## src/hdl/ptpmd_pkg.sv

```systemverilog
`timescale 1ns / 1ps
package ptpmd_pkg;

   localparam int TS_W       = 63;
   localparam int DATA_W     = 64;
   localparam int WIN_W      = 32;
   localparam int GAIN_W     = 17;
   localparam int GAIN_FRAC  = 16;
   localparam int PROD_W     = DATA_W + GAIN_W + 1;
   localparam int CSR_ADDR_W = 5;
   localparam int CSR_DATA_W = 32;
   localparam int REQ_DATA_W = ((4 * TS_W + 7) / 8) * 8;
   localparam int RSP_DATA_W = 5 * DATA_W;

   localparam logic [DATA_W-1:0] NO_SAMPLE = 64'd1000000000;

   localparam logic [1:0] KIND_NONE = 2'd0;
   localparam logic [1:0] KIND_STEP = 2'd1;
   localparam logic [1:0] KIND_GAIN = 2'd2;

   localparam logic [2:0] REG_WIN_LOW  = 3'd0;
   localparam logic [2:0] REG_WIN_HIGH = 3'd1;
   localparam logic [2:0] REG_STEP     = 3'd2;
   localparam logic [2:0] REG_KP       = 3'd3;
   localparam logic [2:0] REG_KI       = 3'd4;

   localparam logic [WIN_W-1:0]  RST_WIN_LOW  = 32'd10000;
   localparam logic [WIN_W-1:0]  RST_WIN_HIGH = 32'd40000;
   localparam logic [WIN_W-1:0]  RST_STEP     = 32'd20000;
   localparam logic [GAIN_W-1:0] RST_KP       = 17'd26214;
   localparam logic [GAIN_W-1:0] RST_KI       = 17'd6554;

   typedef struct packed {
      logic [TS_W-1:0] t1;
      logic [TS_W-1:0] t2;
      logic [TS_W-1:0] t3;
      logic [TS_W-1:0] t4;
      logic            last;
   } sample_type;

   typedef struct packed {
      logic [DATA_W-1:0] offset;
      logic [DATA_W-1:0] delay;
      logic [DATA_W-1:0] ms;
      logic [DATA_W-1:0] sm;
   } chosen_type;

   typedef struct packed {
      logic [WIN_W-1:0]  win_low;
      logic [WIN_W-1:0]  win_high;
      logic [WIN_W-1:0]  step_thresh;
      logic [GAIN_W-1:0] kp;
      logic [GAIN_W-1:0] ki;
   } cfg_type;

endpackage

```

## src/hdl/ptpmd_csr.sv

```systemverilog
`timescale 1ns / 1ps
module ptpmd_csr (
   input  logic                                clock,
   input  logic                                reset,
   input  logic                                csr_psel,
   input  logic                                csr_penable,
   input  logic                                csr_pwrite,
   input  logic [ptpmd_pkg::CSR_ADDR_W-1:0]    csr_paddr,
   input  logic [ptpmd_pkg::CSR_DATA_W-1:0]    csr_pwdata,
   output logic [ptpmd_pkg::CSR_DATA_W-1:0]    csr_prdata,
   output logic                                csr_pready,
   output ptpmd_pkg::cfg_type                  cfg
);
   import ptpmd_pkg::*;

   cfg_type    cfg_ff;
   cfg_type    cfg_in;
   logic       wr_en;
   logic [2:0] idx;

   assign csr_pready = 1'b1;
   assign wr_en      = csr_psel && csr_penable && csr_pwrite;
   assign idx        = csr_paddr[4:2];
   assign cfg        = cfg_ff;

   always_comb begin
      cfg_in = cfg_ff;
      if (wr_en) begin
         unique case (idx)
            REG_WIN_LOW:  cfg_in.win_low     = csr_pwdata[WIN_W-1:0];
            REG_WIN_HIGH: cfg_in.win_high    = csr_pwdata[WIN_W-1:0];
            REG_STEP:     cfg_in.step_thresh = csr_pwdata[WIN_W-1:0];
            REG_KP:       cfg_in.kp          = csr_pwdata[GAIN_W-1:0];
            REG_KI:       cfg_in.ki          = csr_pwdata[GAIN_W-1:0];
            default:      cfg_in             = cfg_ff;
         endcase
      end
   end

   always_ff @(posedge clock) begin
      if (reset) begin
         cfg_ff.win_low     <= RST_WIN_LOW;
         cfg_ff.win_high    <= RST_WIN_HIGH;
         cfg_ff.step_thresh <= RST_STEP;
         cfg_ff.kp          <= RST_KP;
         cfg_ff.ki          <= RST_KI;
      end else begin
         cfg_ff <= cfg_in;
      end
   end

   always_comb begin
      unique case (idx)
         REG_WIN_LOW:  csr_prdata = cfg_ff.win_low;
         REG_WIN_HIGH: csr_prdata = cfg_ff.win_high;
         REG_STEP:     csr_prdata = cfg_ff.step_thresh;
         REG_KP:       csr_prdata = {{(CSR_DATA_W-GAIN_W){1'b0}}, cfg_ff.kp};
         REG_KI:       csr_prdata = {{(CSR_DATA_W-GAIN_W){1'b0}}, cfg_ff.ki};
         default:      csr_prdata = '0;
      endcase
   end

endmodule

```

## config.mk

```make
export PLATFORM = sky130hd
export DESIGN_NAME = ptpmd_csr
export DESIGN_NICKNAME = d
export VERILOG_FILES = /design/src/hdl/ptpmd_pkg.sv /design/src/hdl/ptpmd_csr.sv
export SDC_FILE = /design/constraint.sdc
export NUM_CORES = 1
export LEC_CHECK = 0
export BUFFER_PORTS_ARGS = -buffer_cell sky130_fd_sc_hd__buf_2
export CAP_MARGIN = 10
export CORE_ASPECT_RATIO = 0.5
export CORE_UTILIZATION = 55
export DETAILED_ROUTE_END_ITERATION = 16
export PLACE_DENSITY = 0.83
export SYNTH_ARGS = -nofsm -noshare
export SYNTH_HDL_FRONTEND = slang
export SYNTH_SLANG_ARGS = --single-unit
```

## constraint.sdc

```tcl
create_clock -name clock -period 4.8 [get_ports clock]
set_clock_uncertainty 0.2 [all_clocks]
set_input_delay 1.2 -clock clock [delete_from_list [all_inputs] [get_ports clock]]
set_output_delay 1.2 -clock clock [all_outputs]
set_load 0.05 [all_outputs]
```

==> impl_metrics.tcl <==
set metrics [dict create \
    path_clk_slew_ns 0.06 \
    drtAntennaViolNets 0 \
    slew-limit-headroom_pct 43.4 \
    period_needed_ns 4.19 \
    drt-wirelength-per-cell_um 18.3 \
    post_cts.repair.setup_buffers 0 \
    dr.first_iter.drc_count 281 \
    drive_gt1_share_pct 31.2 \
    num_vias 5302 \
    p_per_area_nw_per_um2 367 \
    setup-violations-final 0 \
    tightest_slew_ns 0.849 \
    io_buffer_count 201 \
    area_delta_synth_final_pct 27.8 \
    ys_top_cells_by_area "dfxtp_1, mux2i_1, nand2b_1" \
    die_area_um2 11700 \
    ys_warn_count 0 \
    start_util_pct 58.4 \
    antenna_found_initial 0 \
    end_kind "output port" \
    clock_sinks 130 \
    p_leak_nw 3.90 \
    wl_um 17500 \
    fmax_ghz 0.238 \
    drc 0 \
    synthesis.area_um2 6160 \
    dieHeight_um 76.8 \
    syn_nets 662 \
    cts_resized 0 \
    finalMaxSlewViolations 0 \
    coreArea_um2 10500 \
    dp_hpwl_um 11100 \
    status "finished clean" \
    grt_pass1_wl_um 27000 \
    yosysSeqAreaShare_pct 42.3 \
    synth_cell_type_count 29 \
    crit_fanout 9 \
    synth_cells 620 \
    clk_path_buf_depth 2 \
    die_w_um 152 \
    first_pass_iters 6 \
    diodes 0 \
    nets 842 \
    place_area_um2 7160 \
    crit_required_ns 3.40 \
    grt_max_degree 102 \
    clock_latency_ns 0.41 \
    cts_hold_buffers 0 \
    fin_crit_sh_pct 87.4 \
    path_class "primary input to output port" \
    irDropWorstVdd_uv 249 \
    total_power_mw 2.89 \
    rows 26 \
    cts_tree "built" \
    avgSynthCellArea_um2 9.93 \
    maxCapViolCount 0 \
    clockRootBuffer "clkbuf_16" \
    num_io_pins 205 \
    yosys.area.top_type_share_pct 42.3 \
    grt_usage_pct 30.2 \
    synth_area_leader_cell "dfxtp_1" \
    place_congestion 0.809 \
    grt.overflow.total 0 \
    ys_seq_elements 130 \
    cp.arrival_ns 2.79 \
    hold_viol 0 \
    cp-start-kind "primary input" \
    grt_pass1_vias 5166 \
    htreeDepth 4 \
    tns_ns 0 \
    fin_area_um2 7870 \
    grt_setup_unrepaired "no" \
    hold_path_class "flip-flop to flip-flop" \
    numCtsBuffers 17 \
    via_per_inst 5.56 \
    largest_reg_flops 130 \
]
-- final cells by class --
type                    count  area, µm²
repair buffers            215       1110
well taps                 140        175
flip-flops and latches    130       2600
clock inverters            13        254
clock buffers              19        453
fillers                   773       2670
multi-input cells         436       3270
-- logic make-up after synthesis --
logic type	after synthesis	synth area share [%]
AND/OR/NAND/NOR	213	19.4
other	1	0.0609
flip-flops	130	42.3
multiplexers	151	24.5
buffers and inverters	54	4.73
AO/OA/AOI/OAI	71	9.02
-- critical path, stage by stage --
cell	delay, ns
buf_2	0.17
nor3_2	0.65
buf_4	0.32
a221o_1	0.18
buf_2	0.26
-- path summary, 6_finish.rpt --
kind	start	to	slack, ns	cells past startpoint
setup reg to reg	cfg[15]	cfg[15]	3.84	2
hold reg to reg	cfg[14]	cfg[14]	0.29	2
setup / recovery	csr_paddr[2]	csr_prdata[10]	0.61	5
hold / removal	cfg[14]	cfg[14]	0.29	2
-- per-stage QoR --
step | setup slack (ns) | hold slack, ns | util, % | cells
global route | 0.541 | 0.311 | 74.7 | 953
CTS | 0.629 | 0.291 | 74.7 | 953
finish | 0.605 | 0.290 | 74.7 | 953
floorplan | 0.689 | 0.503 | - | 620
detailed placement | 0.636 | 0.280 | 68.0 | 921
global placement | 0.668 | 0.272 | 68.0 | 921
-- placed cells by master (no fill, tap or decap), drive strengths merged, types with 2 or more instances in the layout --
master   instances
dfxtp          130
nor3b            2
nand2            4
o2bb2ai         16
nand2b         122
buf            215
a2bb2oi         15
clkbuf          19
and2             2
a21oi           10
clkinv           4
mux2i          151
and3             2
nor2            59
bufinv           7
nand3b           3
a221o           16
nand3           14
o21ai           13
-- metal layers --
metal	part of all wire, %	GRT usage [%]
met1	44	37.4
met2	48	51.2
met3	6.7	7.32
met4	1.6	10.0
met5	0	0
-- report_power, final --
| group | switching (mW) | leakage [nW] | total, mW | internal, mW |
|---|---|---|---|---|
| combinational | 0.164 | 2.51 | 0.245 | 0.0813 |
| sequential | 0.00652 | 1.05 | 1.09 | 1.09 |
| clock | 0.492 | 0.344 | 1.55 | 1.06 |
-- synthesized netlist by cell type --
| library cell | n |
|---|---|
| a21oi_1 | 10 |
| a221o_1 | 16 |
| a2bb2oi_1 | 15 |
| and2_1 | 1 |
| and2_4 | 1 |
| and3_1 | 2 |
| and4_1 | 1 |
| and4b_1 | 1 |
| buf_2 | 14 |
| buf_4 | 9 |
| buf_6 | 5 |
| clkbuf_1 | 26 |
| conb_1 | 1 |
| dfxtp_1 | 130 |
| mux2i_1 | 151 |
| nand2_1 | 4 |
| nand2b_1 | 122 |
| nand3_1 | 13 |
| nand3_2 | 1 |
| nand3b_1 | 3 |
| nor2_1 | 59 |
| nor2b_1 | 1 |
| nor3_1 | 1 |
| nor3b_2 | 1 |
| nor3b_4 | 1 |
| o21ai_0 | 13 |
| o2bb2ai_1 | 16 |
| o31a_1 | 1 |
| or3b_2 | 1 |
(Power assumes the default switching activity.)
