==> config.mk <==
export PLATFORM = sky130hd
export DESIGN_NAME = ptpmd_filter
export DESIGN_NICKNAME = d
export VERILOG_FILES = /design/src/hdl/ptpmd_pkg.sv /design/src/hdl/ptpmd_filter.sv
export SDC_FILE = /design/constraint.sdc
export NUM_CORES = 2
export LEC_CHECK = 0
export ABC_CLOCK_PERIOD_IN_PS = 4500
export BUFFER_PORTS_ARGS = -buffer_cell sky130_fd_sc_hd__buf_2
export CORE_MARGIN = 2
export CORE_UTILIZATION = 60
export DETAILED_ROUTE_END_ITERATION = 6
export GPL_ROUTABILITY_DRIVEN = 0
export PLACE_DENSITY = 0.92
export SYNTH_ARGS = -nofsm -noshare
export SYNTH_HDL_FRONTEND = slang
export SYNTH_SLANG_ARGS = --single-unit
==> constraint.sdc <==
create_clock -name clock -period 4.5 [get_ports clock]
set_clock_uncertainty 0.05 [all_clocks]
set_input_delay 0.225 -clock clock [delete_from_list [all_inputs] [get_ports clock]]
set_output_delay 0.225 -clock clock [all_outputs]
set_load 0.1 [all_outputs]
==> src/hdl/ptpmd_pkg.sv <==
`timescale 1ns / 1ps
package ptpmd_pkg;

   localparam int TS_W       = 63;
   localparam int DATA_W     = 64;
   localparam int WIN_W      = 32;
   localparam int GAIN_W     = 17;
   localparam int GAIN_FRAC  = 16;
   localparam int PROD_W     = DATA_W + GAIN_W + 1;
   localparam int CSR_ADDR_W = 5;
   localparam int CSR_DATA_W = 32;
   localparam int REQ_DATA_W = ((4 * TS_W + 7) / 8) * 8;
   localparam int RSP_DATA_W = 5 * DATA_W;

   localparam logic [DATA_W-1:0] NO_SAMPLE = 64'd1000000000;

   localparam logic [1:0] KIND_NONE = 2'd0;
   localparam logic [1:0] KIND_STEP = 2'd1;
   localparam logic [1:0] KIND_GAIN = 2'd2;

   localparam logic [2:0] REG_WIN_LOW  = 3'd0;
   localparam logic [2:0] REG_WIN_HIGH = 3'd1;
   localparam logic [2:0] REG_STEP     = 3'd2;
   localparam logic [2:0] REG_KP       = 3'd3;
   localparam logic [2:0] REG_KI       = 3'd4;

   localparam logic [WIN_W-1:0]  RST_WIN_LOW  = 32'd10000;
   localparam logic [WIN_W-1:0]  RST_WIN_HIGH = 32'd40000;
   localparam logic [WIN_W-1:0]  RST_STEP     = 32'd20000;
   localparam logic [GAIN_W-1:0] RST_KP       = 17'd26214;
   localparam logic [GAIN_W-1:0] RST_KI       = 17'd6554;

   typedef struct packed {
      logic [TS_W-1:0] t1;
      logic [TS_W-1:0] t2;
      logic [TS_W-1:0] t3;
      logic [TS_W-1:0] t4;
      logic            last;
   } sample_type;

   typedef struct packed {
      logic [DATA_W-1:0] offset;
      logic [DATA_W-1:0] delay;
      logic [DATA_W-1:0] ms;
      logic [DATA_W-1:0] sm;
   } chosen_type;

   typedef struct packed {
      logic [WIN_W-1:0]  win_low;
      logic [WIN_W-1:0]  win_high;
      logic [WIN_W-1:0]  step_thresh;
      logic [GAIN_W-1:0] kp;
      logic [GAIN_W-1:0] ki;
   } cfg_type;

endpackage

==> src/hdl/ptpmd_filter.sv <==
`timescale 1ns / 1ps
module ptpmd_filter (
   input  logic                   clock,
   input  logic                   reset,
   input  logic                   adv,
   input  logic                   s0_valid,
   input  ptpmd_pkg::sample_type  s0_sample,
   output logic                   s4_valid,
   output logic                   s4_last,
   output ptpmd_pkg::chosen_type  s4_chosen
);
   import ptpmd_pkg::*;

   logic              s1_valid_ff, s2_valid_ff, s3_valid_ff, s4_valid_ff;
   logic              s1_last_ff, s2_last_ff, s3_last_ff, s4_last_ff;
   logic [DATA_W-1:0] s1_ms_ff, s1_sm_ff;
   logic [DATA_W-1:0] s2_ms_ff, s2_sm_ff, s2_sum_ff, s2_dif_ff;
   chosen_type        s3_ff;
   chosen_type        s4_ff;
   chosen_type        best_ff;
   chosen_type        best_in;
   chosen_type        next_best;
   chosen_type        reload;
   logic              hit;

   function automatic logic [DATA_W-1:0] halve(input logic [DATA_W-1:0] x);
      halve = {x[DATA_W-1], x[DATA_W-1:1]} + {{(DATA_W-1){1'b0}}, x[DATA_W-1] & x[0]};
   endfunction

   always_ff @(posedge clock) begin
      if (adv) begin
         s1_ms_ff   <= {1'b0, s0_sample.t2} - {1'b0, s0_sample.t1};
         s1_sm_ff   <= {1'b0, s0_sample.t4} - {1'b0, s0_sample.t3};
         s1_last_ff <= s0_sample.last;
         s2_ms_ff   <= s1_ms_ff;
         s2_sm_ff   <= s1_sm_ff;
         s2_sum_ff  <= s1_ms_ff + s1_sm_ff;
         s2_dif_ff  <= s1_ms_ff - s1_sm_ff;
         s2_last_ff <= s1_last_ff;
         s3_ff.ms     <= s2_ms_ff;
         s3_ff.sm     <= s2_sm_ff;
         s3_ff.delay  <= halve(s2_sum_ff);
         s3_ff.offset <= halve(s2_dif_ff);
         s3_last_ff   <= s2_last_ff;
         s4_ff      <= next_best;
         s4_last_ff <= s3_last_ff;
      end
   end

   always_comb begin
      reload.offset = NO_SAMPLE;
      reload.delay  = NO_SAMPLE;
      reload.ms     = '0;
      reload.sm     = '0;
      hit = !s3_ff.delay[DATA_W-1] && (s3_ff.delay != '0)
            && ($signed(s3_ff.delay) < $signed(best_ff.delay));
      next_best = hit ? s3_ff : best_ff;
      best_in   = best_ff;
      if (adv && s3_valid_ff) begin
         best_in = s3_last_ff ? reload : next_best;
      end
   end

   always_ff @(posedge clock) begin
      if (reset) begin
         s1_valid_ff   <= 1'b0;
         s2_valid_ff   <= 1'b0;
         s3_valid_ff   <= 1'b0;
         s4_valid_ff   <= 1'b0;
         best_ff       <= reload;
      end else begin
         best_ff <= best_in;
         if (adv) begin
            s1_valid_ff <= s0_valid;
            s2_valid_ff <= s1_valid_ff;
            s3_valid_ff <= s2_valid_ff;
            s4_valid_ff <= s3_valid_ff;
         end
      end
   end

   assign s4_valid  = s4_valid_ff;
   assign s4_last   = s4_last_ff;
   assign s4_chosen = s4_ff;

endmodule

==> results.ini <==
[detailed_routing]
via_per_inst=6.30
wl_per_cell_um=23.4
dr_total_vias=41500
dr.first_iter.drc_count=5761
met2_length_mm=70.5
wl_met1_mm=59.3
drcViolationCount=15
drt_pre_antenna_iters=7
ant_nets=0
top_layer=met5
wl_met3_mm=15.9
drt_wl_total_mm=154

[synthesis]
ys_warn_count=0
syn_area_um2=56900
ys_ff_latch=1159
synth_ff_type=edfxtp_1
syn_area_per_cell_um2=12.1
synth-edff-count=899
yosysMostFrequentCell=edfxtp_1
ys_seq_area_share_pct=56.6
synth_cells=4717
postSynthNetCount=5297
synth_cell_type_count=89
async_flop_share_pct=0
synth_top_area_share_pct=47.4
synth_area_leaders=edfxtp_1 (47%), dfxtp_1 (9.1%), ha_1 (7.0%), mux2_1 (4.4%), xnor2_1 (3.7%)
ys_top_cells_by_count=edfxtp_1 (899), inv_1 (390), ha_1 (319), a21oi_1 (293), dfxtp_1 (260)
yosysTopAreaCell=edfxtp_1

[timing]
min_period_ps=4450
fmax_ghz=0.225
holdWs_ps=37.1
hold_violations=0
rsz0062_at_grt=false
report.final.slew_viol_count=0
setup_viol=0
period_share_pct=98.9
tightest_slew_ps=1100
setup_tns_ps=0
fin_ws_ps=50.4
relSlewSlack_pct=26.4

[clock_tree]
htree_levels=3
post_cts_resized=0
cts_root_buf=clkbuf_16
cts_sinks=1159
numCtsBuffers=107
clkTransAtPathRegs_ps=70
tritoncts=built
clk_latency_ps=720
cts_buffer_depth=3

[die]
fp.dieH_um=312
start_util_pct=60.8
num_rows=112
core_um2=93600
ioPinCount=515
dieWidth_um=312
dieArea_um2=97300

[worst_hold_path]
min-delay-path-class=primary input to register
hold_depth=3

[global_route]
grt_pass1_wl_mm=234
track_usage_pct=30.9
antenna_found_initial=12
grt-ovfl-total=0
grt_start_max_net_pins=187
grt_pass1_vias=40200

[setup_path]
end_kind=register
cp_num_cells=15
cp.required_ps=4880
worst_path_max_delay_cell=a2111oi_0
startpoint_type=register
cp.arrival_ps=4830
crit_type=register to register
worstRegToRegCells=15
path_cells=inv_1, ha_1, fa_1, nor2b_1, o31ai_2, a2111oi_0, buf_4, o2111a_1, nor2_1, o2111ai_1, nand2_1, o21ai_2, a31oi_1, o311ai_2, xor2_1
critPathMaxStageDelay_ps=570
cp_num_buf_inv=2
critPathTopFamily=compound AO/OA/AOI/OAI gates
cp_max_fo=5

[run_status]
outcome=finished, violations left
violations=design-rule violations

[power_and_ir_drop]
leakage_nw=26.6
peakVddDrop_v=0.000361
power.total_mw=34.3
cellPowerDensity_nw_per_um2=529

[final_layout]
stdcell_area_um2=64800
fin_util_pct=69.3
layout.nets=5824
syn2layout_area_growth_pct=13.9
drive_above_1_share_pct=15.2
stdcell_count=6598

[placement]
port_buffers=514
post_dp_cell_area_um2=60900
dp_hpwl_mm=110
place_inst=6367
dp_slack_ps=202

[job]
cap_violations=0

[report_power, final]
part           leakage (nW)  internal (mW)  switching, mW
registers              11.0           13.7           1.35
clock network          1.80           5.41           4.17
logic                  13.9           3.06           6.66
total                  26.6           22.2           12.2
[layout make-up]
cell class,count,area (µm²)
sequential,1159,32200
fill,6088,28800
multi-input combinational,2987,22400
timing repair buffer,598,3470
clock buffer,142,2900
tap,1254,1570
inverter,391,1470
clock inverter,62,826
antenna,5,12.5
[worst paths after layout]
check	startpoint	endpoint	slack, ps
setup / recovery	s1_ms_ff[0]$_DFFE_PP_	s2_dif_ff[62]$_DFFE_PP_	50
setup reg to reg	s1_ms_ff[0]$_DFFE_PP_	s2_dif_ff[62]$_DFFE_PP_	50
hold reg to reg	s2_ms_ff[32]$_DFFE_PP_	s3_ff[96]$_DFFE_PP_	360
hold / removal	s0_sample[14]	s1_sm_ff[13]$_DFFE_PP_	40
[sequential cells by signal, indices dropped and copies added (netlist names), 63 cells and up]
signal     cells
best_ff      256
s1_ms_ff      64
s1_sm_ff      64
s2_dif_ff     63
s2_ms_ff      64
s2_sm_ff      64
s2_sum_ff     64
s3_ff        256
s4_chosen    256
[cells in the final DEF, fill, tap and decap left out, types with 49 or more instances in the layout]
cell / instances
nor3_1: 55
nand2_1: 214
clkbuf_16: 107
nand3_1: 100
a21oi_1: 293
dfxtp_1: 260
o21bai_1: 65
edfxtp_1: 899
xor2_1: 108
a21o_1: 116
buf_2: 513
nor2_1: 247
nand4_1: 58
inv_1: 390
nor4_1: 53
a22o_1: 229
ha_1: 319
and3_1: 49
mux2_1: 222
o21ai_0: 147
xnor2_1: 242
[logic make-up (layout without fill, tap and decap cells)]
kind of cell,count (synthesis),after routing,share of synthesized area [%]
adders and majority gates,323,323,7.15
xor gates and xnor gates,350,350,5.39
and+or+nand+nor,937,937,8.10
DFF,1159,1159,56.6
AOI/OAI and AO/OA,1119,1119,13.6
buffers and inverters,571,1193,4.09
other,0,5,0
muxes,258,258,5.07
[worst register-to-register path, cell delays in order, from the launching register on]
cell       delay [ps]
edfxtp_1          390
inv_1              70
ha_1              240
fa_1              430
nor2b_1           270
o31ai_2           140
a2111oi_0         570
buf_4             220
o2111a_1          320
nor2_1            140
o2111ai_1         260
nand2_1           140
o21ai_2           270
a31oi_1           220
o311ai_2          330
xor2_1            120
[routing by layer]
metal | global-route usage [%] | up-vias
met5 | 0 | -
met1 | 41.3 | 19800
met3 | 5.53 | 532
met4 | 15.1 | 16
li1 | - | 18400
met2 | 49.1 | 2805
[timing repair]
action                                 in CTS  in global routing
hold buffers                               22                  0
endpoints found under the hold margin      48                  0
setup buffers                               0                  0
Note: power is estimated with default switching activity, not from simulation.
