==> src/hdl/ptpmd_pkg.sv <==
`timescale 1ns / 1ps
package ptpmd_pkg;

   localparam int TS_W       = 63;
   localparam int DATA_W     = 64;
   localparam int WIN_W      = 32;
   localparam int GAIN_W     = 17;
   localparam int GAIN_FRAC  = 16;
   localparam int PROD_W     = DATA_W + GAIN_W + 1;
   localparam int CSR_ADDR_W = 5;
   localparam int CSR_DATA_W = 32;
   localparam int REQ_DATA_W = ((4 * TS_W + 7) / 8) * 8;
   localparam int RSP_DATA_W = 5 * DATA_W;

   localparam logic [DATA_W-1:0] NO_SAMPLE = 64'd1000000000;

   localparam logic [1:0] KIND_NONE = 2'd0;
   localparam logic [1:0] KIND_STEP = 2'd1;
   localparam logic [1:0] KIND_GAIN = 2'd2;

   localparam logic [2:0] REG_WIN_LOW  = 3'd0;
   localparam logic [2:0] REG_WIN_HIGH = 3'd1;
   localparam logic [2:0] REG_STEP     = 3'd2;
   localparam logic [2:0] REG_KP       = 3'd3;
   localparam logic [2:0] REG_KI       = 3'd4;

   localparam logic [WIN_W-1:0]  RST_WIN_LOW  = 32'd10000;
   localparam logic [WIN_W-1:0]  RST_WIN_HIGH = 32'd40000;
   localparam logic [WIN_W-1:0]  RST_STEP     = 32'd20000;
   localparam logic [GAIN_W-1:0] RST_KP       = 17'd26214;
   localparam logic [GAIN_W-1:0] RST_KI       = 17'd6554;

   typedef struct packed {
      logic [TS_W-1:0] t1;
      logic [TS_W-1:0] t2;
      logic [TS_W-1:0] t3;
      logic [TS_W-1:0] t4;
      logic            last;
   } sample_type;

   typedef struct packed {
      logic [DATA_W-1:0] offset;
      logic [DATA_W-1:0] delay;
      logic [DATA_W-1:0] ms;
      logic [DATA_W-1:0] sm;
   } chosen_type;

   typedef struct packed {
      logic [WIN_W-1:0]  win_low;
      logic [WIN_W-1:0]  win_high;
      logic [WIN_W-1:0]  step_thresh;
      logic [GAIN_W-1:0] kp;
      logic [GAIN_W-1:0] ki;
   } cfg_type;

endpackage

==> src/hdl/ptpmd_skid.sv <==
`timescale 1ns / 1ps
module ptpmd_skid (
   input  logic                                clock,
   input  logic                                reset,
   input  logic                                req_tvalid,
   output logic                                req_tready,
   input  logic [ptpmd_pkg::REQ_DATA_W-1:0]    req_tdata,
   input  logic                                req_tlast,
   input  logic                                adv,
   output logic                                s0_valid,
   output ptpmd_pkg::sample_type               s0_sample
);
   import ptpmd_pkg::*;

   sample_type in_sample;
   sample_type skid_ff;
   sample_type s0_ff;
   logic       skid_valid_ff;
   logic       skid_valid_in;
   logic       s0_valid_ff;
   logic       s0_valid_in;
   logic       accept;

   assign in_sample.t1   = req_tdata[TS_W-1:0];
   assign in_sample.t2   = req_tdata[2*TS_W-1:TS_W];
   assign in_sample.t3   = req_tdata[3*TS_W-1:2*TS_W];
   assign in_sample.t4   = req_tdata[4*TS_W-1:3*TS_W];
   assign in_sample.last = req_tlast;

   assign req_tready = !skid_valid_ff;
   assign accept     = req_tvalid && !skid_valid_ff;
   assign s0_valid   = s0_valid_ff;
   assign s0_sample  = s0_ff;

   assign s0_valid_in   = adv ? (skid_valid_ff || accept) : s0_valid_ff;
   assign skid_valid_in = adv ? 1'b0 : (skid_valid_ff || accept);

   always_ff @(posedge clock) begin
      if (reset) begin
         s0_valid_ff   <= 1'b0;
         skid_valid_ff <= 1'b0;
      end else begin
         s0_valid_ff   <= s0_valid_in;
         skid_valid_ff <= skid_valid_in;
      end
   end

   always_ff @(posedge clock) begin
      if (adv) begin
         s0_ff <= skid_valid_ff ? skid_ff : in_sample;
      end
      if (accept && !adv) begin
         skid_ff <= in_sample;
      end
   end

endmodule

==> config.mk <==
export PLATFORM = sky130hd
export DESIGN_NAME = ptpmd_skid
export DESIGN_NICKNAME = d
export VERILOG_FILES = /design/src/hdl/ptpmd_pkg.sv /design/src/hdl/ptpmd_skid.sv
export SDC_FILE = /design/constraint.sdc
export NUM_CORES = 1
export LEC_CHECK = 0
export ABC_AREA = 1
export BUFFER_PORTS_ARGS = -buffer_cell sky130_fd_sc_hd__buf_2
export CAP_MARGIN = 5
export CORE_ASPECT_RATIO = 0.6
export CORE_MARGIN = 2
export CORE_UTILIZATION = 30
export CTS_CLUSTER_DIAMETER = 100
export DETAILED_ROUTE_END_ITERATION = 7
export GPL_TIMING_DRIVEN = 0
export HOLD_SLACK_MARGIN = 0.02
export MAX_ROUTING_LAYER = met4
export PLACE_DENSITY = 0.55
export SETUP_SLACK_MARGIN = 0.15
export SYNTH_ARGS = -nofsm -noshare
export SYNTH_HDL_FRONTEND = slang
export SYNTH_SLANG_ARGS = --single-unit
==> constraint.sdc <==
create_clock -name clock -period 24.3 [get_ports clock]
set_input_delay 2.43 -clock clock [delete_from_list [all_inputs] [get_ports clock]]
set_output_delay 2.43 -clock clock [all_outputs]
set_load 0.02 [all_outputs]
==> results of run 1 <==
[how the worst max path moves through the flow]
stage               cells past startpoint  start          end  slack, ps
floorplan                               1    adv   skid_ff[0]       3320
global placement                        2    adv  skid_ff[61]     -21690
detailed placement                     12    adv  skid_ff[61]      18490
CTS                                    12    adv  skid_ff[61]      19140
global route                           12    adv  skid_ff[61]      18900
finish                                 12    adv  skid_ff[61]      19010
[critical path: cells and delay by family]
kind	cells	cell delay (ps)
buffers and inverters	11	2100
and+or+nand+nor	1	760
[state kept, by name, indices dropped and copies added (netlist names)]
name           cells
s0_sample        253
skid_ff          253
s0_valid           1
skid_valid_ff      1
[cell usage after synthesis]
cell type,number,share of area
edfxtp_1,506,0.83
nor3_1,1,0.00027
nand3_1,1,0.00027
inv_1,4,0.00082
buf_2,52,0.014
a21oi_1,1,0.00027
buf_4,2,0.00082
dfxtp_1,2,0.0022
nand2_1,763,0.16
nor2_1,1,0.00020
clkbuf_1,2,0.00041
[through the flow]
stage | power (W) | utilization | setup WS (ps) | cells
after floorplan | 0.00115 | - | 3320 | 1335
after global placement | 0.00125 | 0.362 | -21690 | 2674
after detailed placement | 0.00123 | 0.368 | 18490 | 2702
after CTS | 0.00194 | 0.392 | 19140 | 2788
after global routing | 0.00199 | 0.392 | 18900 | 2798
final | 0.00191 | 0.392 | 19010 | 2801
[power groups by stage]
stage	combinational, W	clock (W)	sequential, W
after floorplan	0.0000437	0	0.00111
after global placement	0.000166	0	0.00109
after detailed placement	0.000176	0	0.00105
after CTS	0.000176	0.000728	0.00104
after global routing	0.000191	0.000762	0.00104
final	0.000173	0.000703	0.00104
[cells by family (layout without fill, tap and decap cells)]
| group | Yosys count | after routing | share of synthesized area |
|---|---|---|---|
| buffers and inverters | 60 | 685 | 0.0162 |
| other | 0 | 13 | 0 |
| flip-flops | 508 | 508 | 0.827 |
| AND/OR/NAND/NOR | 766 | 766 | 0.156 |
| AO/OA/AOI/OAI | 1 | 1 | 0.000272 |
[metal layers]
metal  track usage  part of all wire  up-vias
met1         0.196              0.44     5597
met3        0.0506             0.094       59
met4        0.0393             0.020        0
li1              -                 -     5725
met5             -                 0        -
met2         0.223              0.45      388
[final cells by class]
class | instances | area (um2)
antenna | 13 | 32.5
tap | 828 | 1040
sequential | 508 | 15200
timing repair buffer | 539 | 2910
buffer | 56 | 283
inverter | 4 | 15.0
multi-input combinational | 767 | 2890
clock inverter | 31 | 184
clock buffer | 55 | 1250
fill | 5907 | 37000
==> results.py, run 1 <==
metrics = {
    "floorplanning": {
        "num_rows": 70,
        "die_height_um": 196,
        "core-area_um2": 60800,
        "dieArea_um2": 63400,
        "die_x_um": 324,
        "initial_core_util": 0.303,
        "io_pins": 516,
    },
    "clocking": {
        "root_buffer": "clkbuf_16",
        "cts.hold.buffers_added": 0,
        "cts_resized": 0,
        "cts_made_buffers": 48,
        "cts_tree": "built",
        "clk_pin_slew_ps": 60,
        "clockBufferDepth": 3,
        "post_cts_buffers": 0,
        "clk-insertion-delay-late_ps": 590,
        "clkSinkCount": 508,
        "cts_max_level": 2,
    },
    "grt": {
        "grt_first_pass_wirelength_um": 70400,
        "antenna_found_initial": 13,
        "grt.overflow.total": 0,
        "track_usage": 0.150,
        "grt_max_degree": 114,
        "grt_pass1_vias": 12000,
    },
    "critical_path": {
        "cp_common_cell": "buf_6",
        "end_kind": "flop",
        "slowest_delay_ps": 760,
        "ff2ff_setup_slack_ps": 21180,
        "path_cells": "buf_8, buf_16, nor3_2, buf_6, buf_6, buf_6, buf_6, buf_6, buf_6, buf_6, buf_8, buf_4",
        "r2r-end": "skid_ff[61]",
        "reg2reg_from": "skid_valid_ff",
        "path_max_fanout": 113,
        "ff2ff_path_depth": 11,
        "cp-start-kind": "input port",
        "crit_type": "in2reg",
        "slowest_stage": "nor3_2",
        "cp.arrival_ps": 5560,
        "cp_data_required_time_ps": 24570,
    },
    "worst_hold_path": {
        "hold_start": "s0_valid",
        "whs_endpoint": "s0_valid",
        "worst_hold_path.num_cells": 2,
        "hp-class": "reg2reg",
    },
    "finish": {
        "finish.instance_area_um2": 23800,
        "nNetsFinal": 2185,
        "syn_to_final_growth_pct": 29.4,
        "layout_commonest_cell": "nand2_1",
        "drive_gt1_frac": 0.337,
        "final_cell_mix": "763 x nand2_1, 562 x buf_2, 506 x edfxtp_1",
    },
    "synth": {
        "netlist_area_um2": 18400,
        "ys_warn_count": 0,
        "ys_seq_area_frac": 0.827,
        "synth_cell_types": 11,
        "synth_nets": 1596,
        "yosys_register_bits": 508,
        "avgSynthCellArea_um2": 13.8,
        "syn_inst": 1335,
    },
    "pwr": {
        "p_comb_frac": 0.090,
        "switchingPower_w": 0.000453,
        "powerDensity_nw_per_um2": 80.2,
        "seqPwrFrac": 0.542,
        "p_int_w": 0.00146,
        "ir_worst_vdd_mv": 0.0416,
        "swShare": 0.237,
        "p_leak_nw": 10.2,
        "clockPowerShare": 0.368,
    },
    "job": {
        "drv_cap": 0,
    },
    "sta": {
        "min_period_over_period": 0.218,
        "worstMarginPinSlew_ps": 744,
        "drv_slew": 0,
        "fin_skew_ps": 20.8,
        "setup_viol": 0,
        "tns_ps": 0,
        "finalCriticalPeriod_ps": 5290,
        "rsz0062_at_grt": "no",
        "relSlewSlack": 0.504,
        "hold_viol_final": 0,
        "hold_ws_ps": 485,
        "clock.fmax_mhz": 189,
    },
    "place": {
        "placed_area_um2": 22400,
        "portBuffers": 511,
        "gp_congestion": 0.805,
        "hpwl_um": 33500,
    },
    "routing": {
        "drt_iter0_drc": 785,
        "wl_per_cell_um": 16.8,
        "ant_nets": 0,
        "via_per_inst": 4.20,
        "wl_um": 46900,
        "dr.pass1.iters": 5,
        "vias": 11800,
        "drc_errors": 0,
    },
    "status": {
        "status": "finished, final reports clean",
    },
}
(Power assumes the default switching activity.)
==> run 2: changes to the inputs <==
- clock period: 24.3 -> 4.9 ns (I/O delays scaled with it)
==> results.py, run 2 (same netlist as run 1, synthesis figures left out) <==
metrics = {
    "routing": {
        "wl_um": 48700,
        "dr.pass1.iters": 5,
        "vias": 11900,
        "wl_per_cell_um": 17.5,
        "drc_errors": 0,
        "drt_iter0_drc": 823,
        "ant_nets": 0,
        "via_per_inst": 4.26,
    },
    "critical_path": {
        "cp.arrival_ps": 3210,
        "r2r-end": "skid_ff[151]",
        "cp-start-kind": "input port",
        "ff2ff_setup_slack_ps": 2220,
        "ff2ff_path_depth": 8,
        "path_max_fanout": 107,
        "reg2reg_from": "skid_valid_ff",
        "end_kind": "flop",
        "crit_type": "in2reg",
        "cp_data_required_time_ps": 5190,
    },
    "pwr": {
        "powerDensity_nw_per_um2": 406,
        "total_power_w": 0.00976,
        "ir_worst_vdd_mv": 0.250,
        "p_leak_nw": 10.3,
    },
    "floorplanning": {
        "io_pins": 516,
        "die_height_um": 196,
        "dieArea_um2": 63400,
        "num_rows": 70,
        "core-area_um2": 60800,
        "initial_core_util": 0.303,
        "die_x_um": 324,
    },
    "finish": {
        "multiInputGateArea_um2": 2890,
        "final_cell_mix": "763 x nand2_1, 562 x buf_2, 506 x edfxtp_1",
        "nNetsFinal": 2176,
        "syn_to_final_growth_pct": 30.6,
        "fillers": 5908,
        "layout_commonest_cell": "nand2_1",
        "final_util": 0.396,
        "register_area_um2": 15200,
        "drive_gt1_frac": 0.334,
    },
    "grt": {
        "grt_pass1_vias": 11900,
        "grt.overflow.total": 0,
        "antenna_found_initial": 9,
        "track_usage": 0.156,
        "grt_first_pass_wirelength_um": 72600,
        "grt_max_degree": 110,
    },
    "sta": {
        "clock.fmax_mhz": 343,
        "fin_skew_ps": 14.6,
        "worstMarginPinSlew_ps": 821,
        "finalCriticalPeriod_ps": 2910,
        "min_period_over_period": 0.595,
        "relSlewSlack": 0.452,
        "finalWorstSetupSlack_ps": 1990,
        "drv_slew": 0,
        "tns_ps": 0,
        "setup_viol": 0,
        "hold_viol_final": 0,
        "rsz0062_at_grt": "no",
    },
    "clocking": {
        "cts_max_level": 2,
        "cts_resized": 0,
        "cts_made_buffers": 49,
        "post_cts_buffers": 0,
        "clk_pin_slew_ps": 60,
        "clkSinkCount": 508,
        "clockBufferDepth": 3,
        "cts_tree": "built",
        "clk-insertion-delay-late_ps": 590,
        "root_buffer": "clkbuf_16",
        "cts.hold.buffers_added": 0,
    },
    "status": {
        "status": "finished, final reports clean",
    },
    "job": {
        "drv_cap": 0,
    },
    "worst_hold_path": {
        "hp-class": "in2reg",
        "hold_start": "req_tdata[12]",
        "whs_endpoint": "skid_ff[202]",
        "worst_hold_path.num_cells": 1,
    },
    "place": {
        "hpwl_um": 34500,
        "dp_slack_ps": 1510,
        "portBuffers": 511,
        "gp_congestion": 0.795,
    },
}
-- run 2: worst max path at each step --
stage / start / end / slack [ps] / depth (start not counted)
final: adv / skid_ff[151] / 1990 / 9
after global routing: adv / skid_ff[142] / 1980 / 9
after CTS: skid_valid_ff / skid_ff[156] / 2150 / 8
after detailed placement: adv / skid_ff[152] / 1510 / 9
after global placement: adv / skid_ff[152] / -13570 / 2
after floorplan: req_tvalid / skid_ff[0] / -2060 / 2
-- run 2: layer usage --
metal,up-vias,share of wire,routed length (um),track usage
met3,89,0.071,3440,0.0452
li1,5712,-,-,-
met1,5769,0.45,21800,0.206
met5,-,0,0,-
met4,0,0.025,1230,0.0480
met2,322,0.46,22300,0.231
-- run 2: report_power, final --
part	switching [W]	total [W]	internal, W
logic	0.000592	0.000879	0.000287
registers	0.0000577	0.00514	0.00508
clock network	0.00163	0.00375	0.00212
-- run 2: critical path, stage by stage --
cell and delay, ps:
buf_8 200, buf_16 250, nor3_4 780, buf_8 290, buf_16 180, buf_16 170
buf_8 200, buf_8 180, buf_16 160
-- run 2: metrics by stage --
stage                     hold slack (ps)  instance area (um2)  std cells
after floorplan                       491                18400       1335
after global placement                470                22000       2674
after detailed placement              476                22500       2692
after CTS                            23.6                24000       2780
after global routing                 38.4                24000       2789
final                                88.9                24000       2789
-- run 2: area by class of cell --
cell class,instances,area share
antenna,9,0.000937
multi-input combinational,767,0.120
timing repair buffer,529,0.125
clock inverter,24,0.00931
buffer,56,0.0118
tap,828,0.0431
sequential,508,0.634
inverter,4,0.00114
clock buffer,64,0.0551
==> run 3: changes to the inputs <==
- clock period: 4.9 -> 2.9 ns (I/O delays scaled with it)
==> results.py, run 3 (same netlist as run 1, synthesis figures left out) <==
metrics = {
    "status": {
        "status": "finished, final reports clean",
    },
    "sta": {
        "tns_ps": 0,
        "hold_viol_final": 0,
        "worstMarginPinSlew_ps": 1110,
        "drv_slew": 0,
        "relSlewSlack": 0.261,
        "finalCriticalPeriod_ps": 2570,
        "min_period_over_period": 0.886,
        "fin_skew_ps": 15.0,
        "rsz0062_at_grt": "no",
        "setup_viol": 0,
        "clock.fmax_mhz": 389,
    },
    "finish": {
        "drive_gt1_frac": 0.296,
        "syn_to_final_growth_pct": 44.8,
        "final_cell_mix": "763 x nand2_1, 561 x buf_2, 506 x edfxtp_1",
        "layout_commonest_cell": "nand2_1",
        "fillers": 5682,
        "final_util": 0.439,
        "final_cells": 3042,
        "finish.instance_area_um2": 26700,
        "nNetsFinal": 2433,
    },
    "critical_path": {
        "cp-start-kind": "flop",
        "cp_num_buf_inv": 6,
        "cp_common_cell": "buf_16",
        "end_kind": "flop",
        "crit_type": "reg2reg",
        "path_cells": "buf_6, nor3_4, buf_16, buf_16, buf_8, buf_16, buf_8",
        "path_max_fanout": 17,
        "slowest_stage": "nor3_4",
        "cp_data_required_time_ps": 3190,
        "slowest_delay_ps": 840,
        "cp.arrival_ps": 2860,
        "cp_top_family": "buffers and inverters",
    },
    "pwr": {
        "ir_worst_vdd_mv": 0.472,
        "total_power_w": 0.0170,
        "powerDensity_nw_per_um2": 636,
        "p_leak_nw": 11.4,
    },
    "routing": {
        "via_per_inst": 4.25,
        "vias": 12900,
        "wl_um": 51700,
        "drc_errors": 0,
        "dr.pass1.iters": 7,
        "ant_nets": 0,
        "drt_iter0_drc": 864,
        "wl_per_cell_um": 17.0,
    },
    "clocking": {
        "clockBufferDepth": 3,
        "cts_tree": "built",
        "post_cts_buffers": 0,
        "cts_resized": 0,
        "clkSinkCount": 508,
        "root_buffer": "clkbuf_16",
        "clk-insertion-delay-late_ps": 590,
        "clk_pin_slew_ps": 60,
        "cts_max_level": 2,
        "cts_made_buffers": 50,
    },
    "job": {
        "drv_cap": 0,
    },
    "grt": {
        "track_usage": 0.166,
        "grt_pass1_vias": 13600,
        "grt.overflow.total": 0,
        "antenna_found_initial": 3,
        "grt_first_pass_wirelength_um": 78200,
        "grt_max_degree": 94,
    },
    "floorplanning": {
        "initial_core_util": 0.303,
        "io_pins": 516,
        "die_x_um": 324,
        "core-area_um2": 60800,
        "dieArea_um2": 63400,
        "die_height_um": 196,
        "num_rows": 70,
    },
    "place": {
        "hpwl_um": 36100,
        "gp_congestion": 0.791,
        "place_inst": 2692,
        "portBuffers": 511,
        "placed_area_um2": 22500,
    },
    "worst_hold_path": {
        "hp-class": "in2reg",
    },
}
-- run 3: worst paths after layout --
path                 startpoint        endpoint  slack [ps]  cells past startpoint
hold reg to reg        s0_valid        s0_valid         490                      2
hold / removal              adv  s0_sample[173]         200                      1
setup / recovery  skid_valid_ff    skid_ff[156]         330                      7
setup reg to reg  skid_valid_ff    skid_ff[156]         330                      7
-- run 3: layer usage --
metal | part of all wire | GRT usage | vias to the layer above | wire [um]
li1 | - | - | 6229 | -
met1 | 0.45 | 0.216 | 6242 | 23200
met2 | 0.46 | 0.256 | 362 | 23900
met3 | 0.064 | 0.0428 | 98 | 3330
met4 | 0.025 | 0.0511 | 0 | 1290
met5 | 0 | - | - | 0
-- run 3: worst reg2reg max path: cells and delay by family (launching register included) --
kind	cells	cell delay, ps
and+or+nand+nor	1	840
buffers and inverters	6	1090
DFF	1	330
-- run 3: power by group --
part | leakage (nW) | total, W | switching, W | internal [W]
clock network | 0.788 | 0.00650 | 0.00283 | 0.00367
logic | 5.72 | 0.00179 | 0.00107 | 0.000715
registers | 4.87 | 0.00868 | 0.000100 | 0.00858
total | 11.4 | 0.0170 | 0.00401 | 0.0130
-- run 3: repair_timing --
action | CTS | global route
setup endpoints to repair | 0 | 14
hold buffers | 256 | 0
hold endpoints to repair | 507 | 0
-- run 3: stage by stage --
stage / setup WS [ps] / hold WS (ps)
floorplan: -3990 / 389
global placement: -14970 / 465
detailed placement: -59.1 / 481
CTS: 191 / 224
global route: 158 / 220
finish: 330 / 195
-- run 3: area by class of cell --
type	instances	area (um2)	share of cell area
Antenna cell	3	7.51	0.000281
Timing Repair Buffer	785	5590	0.210
Clock buffer	57	1300	0.0487
Buffer	56	289	0.0108
Sequential cell	508	15200	0.571
Clock inverter	34	308	0.0115
Inverter	4	15.0	0.000563
Multi-Input combinational cell	767	2890	0.109
Tap cell	828	1040	0.0388
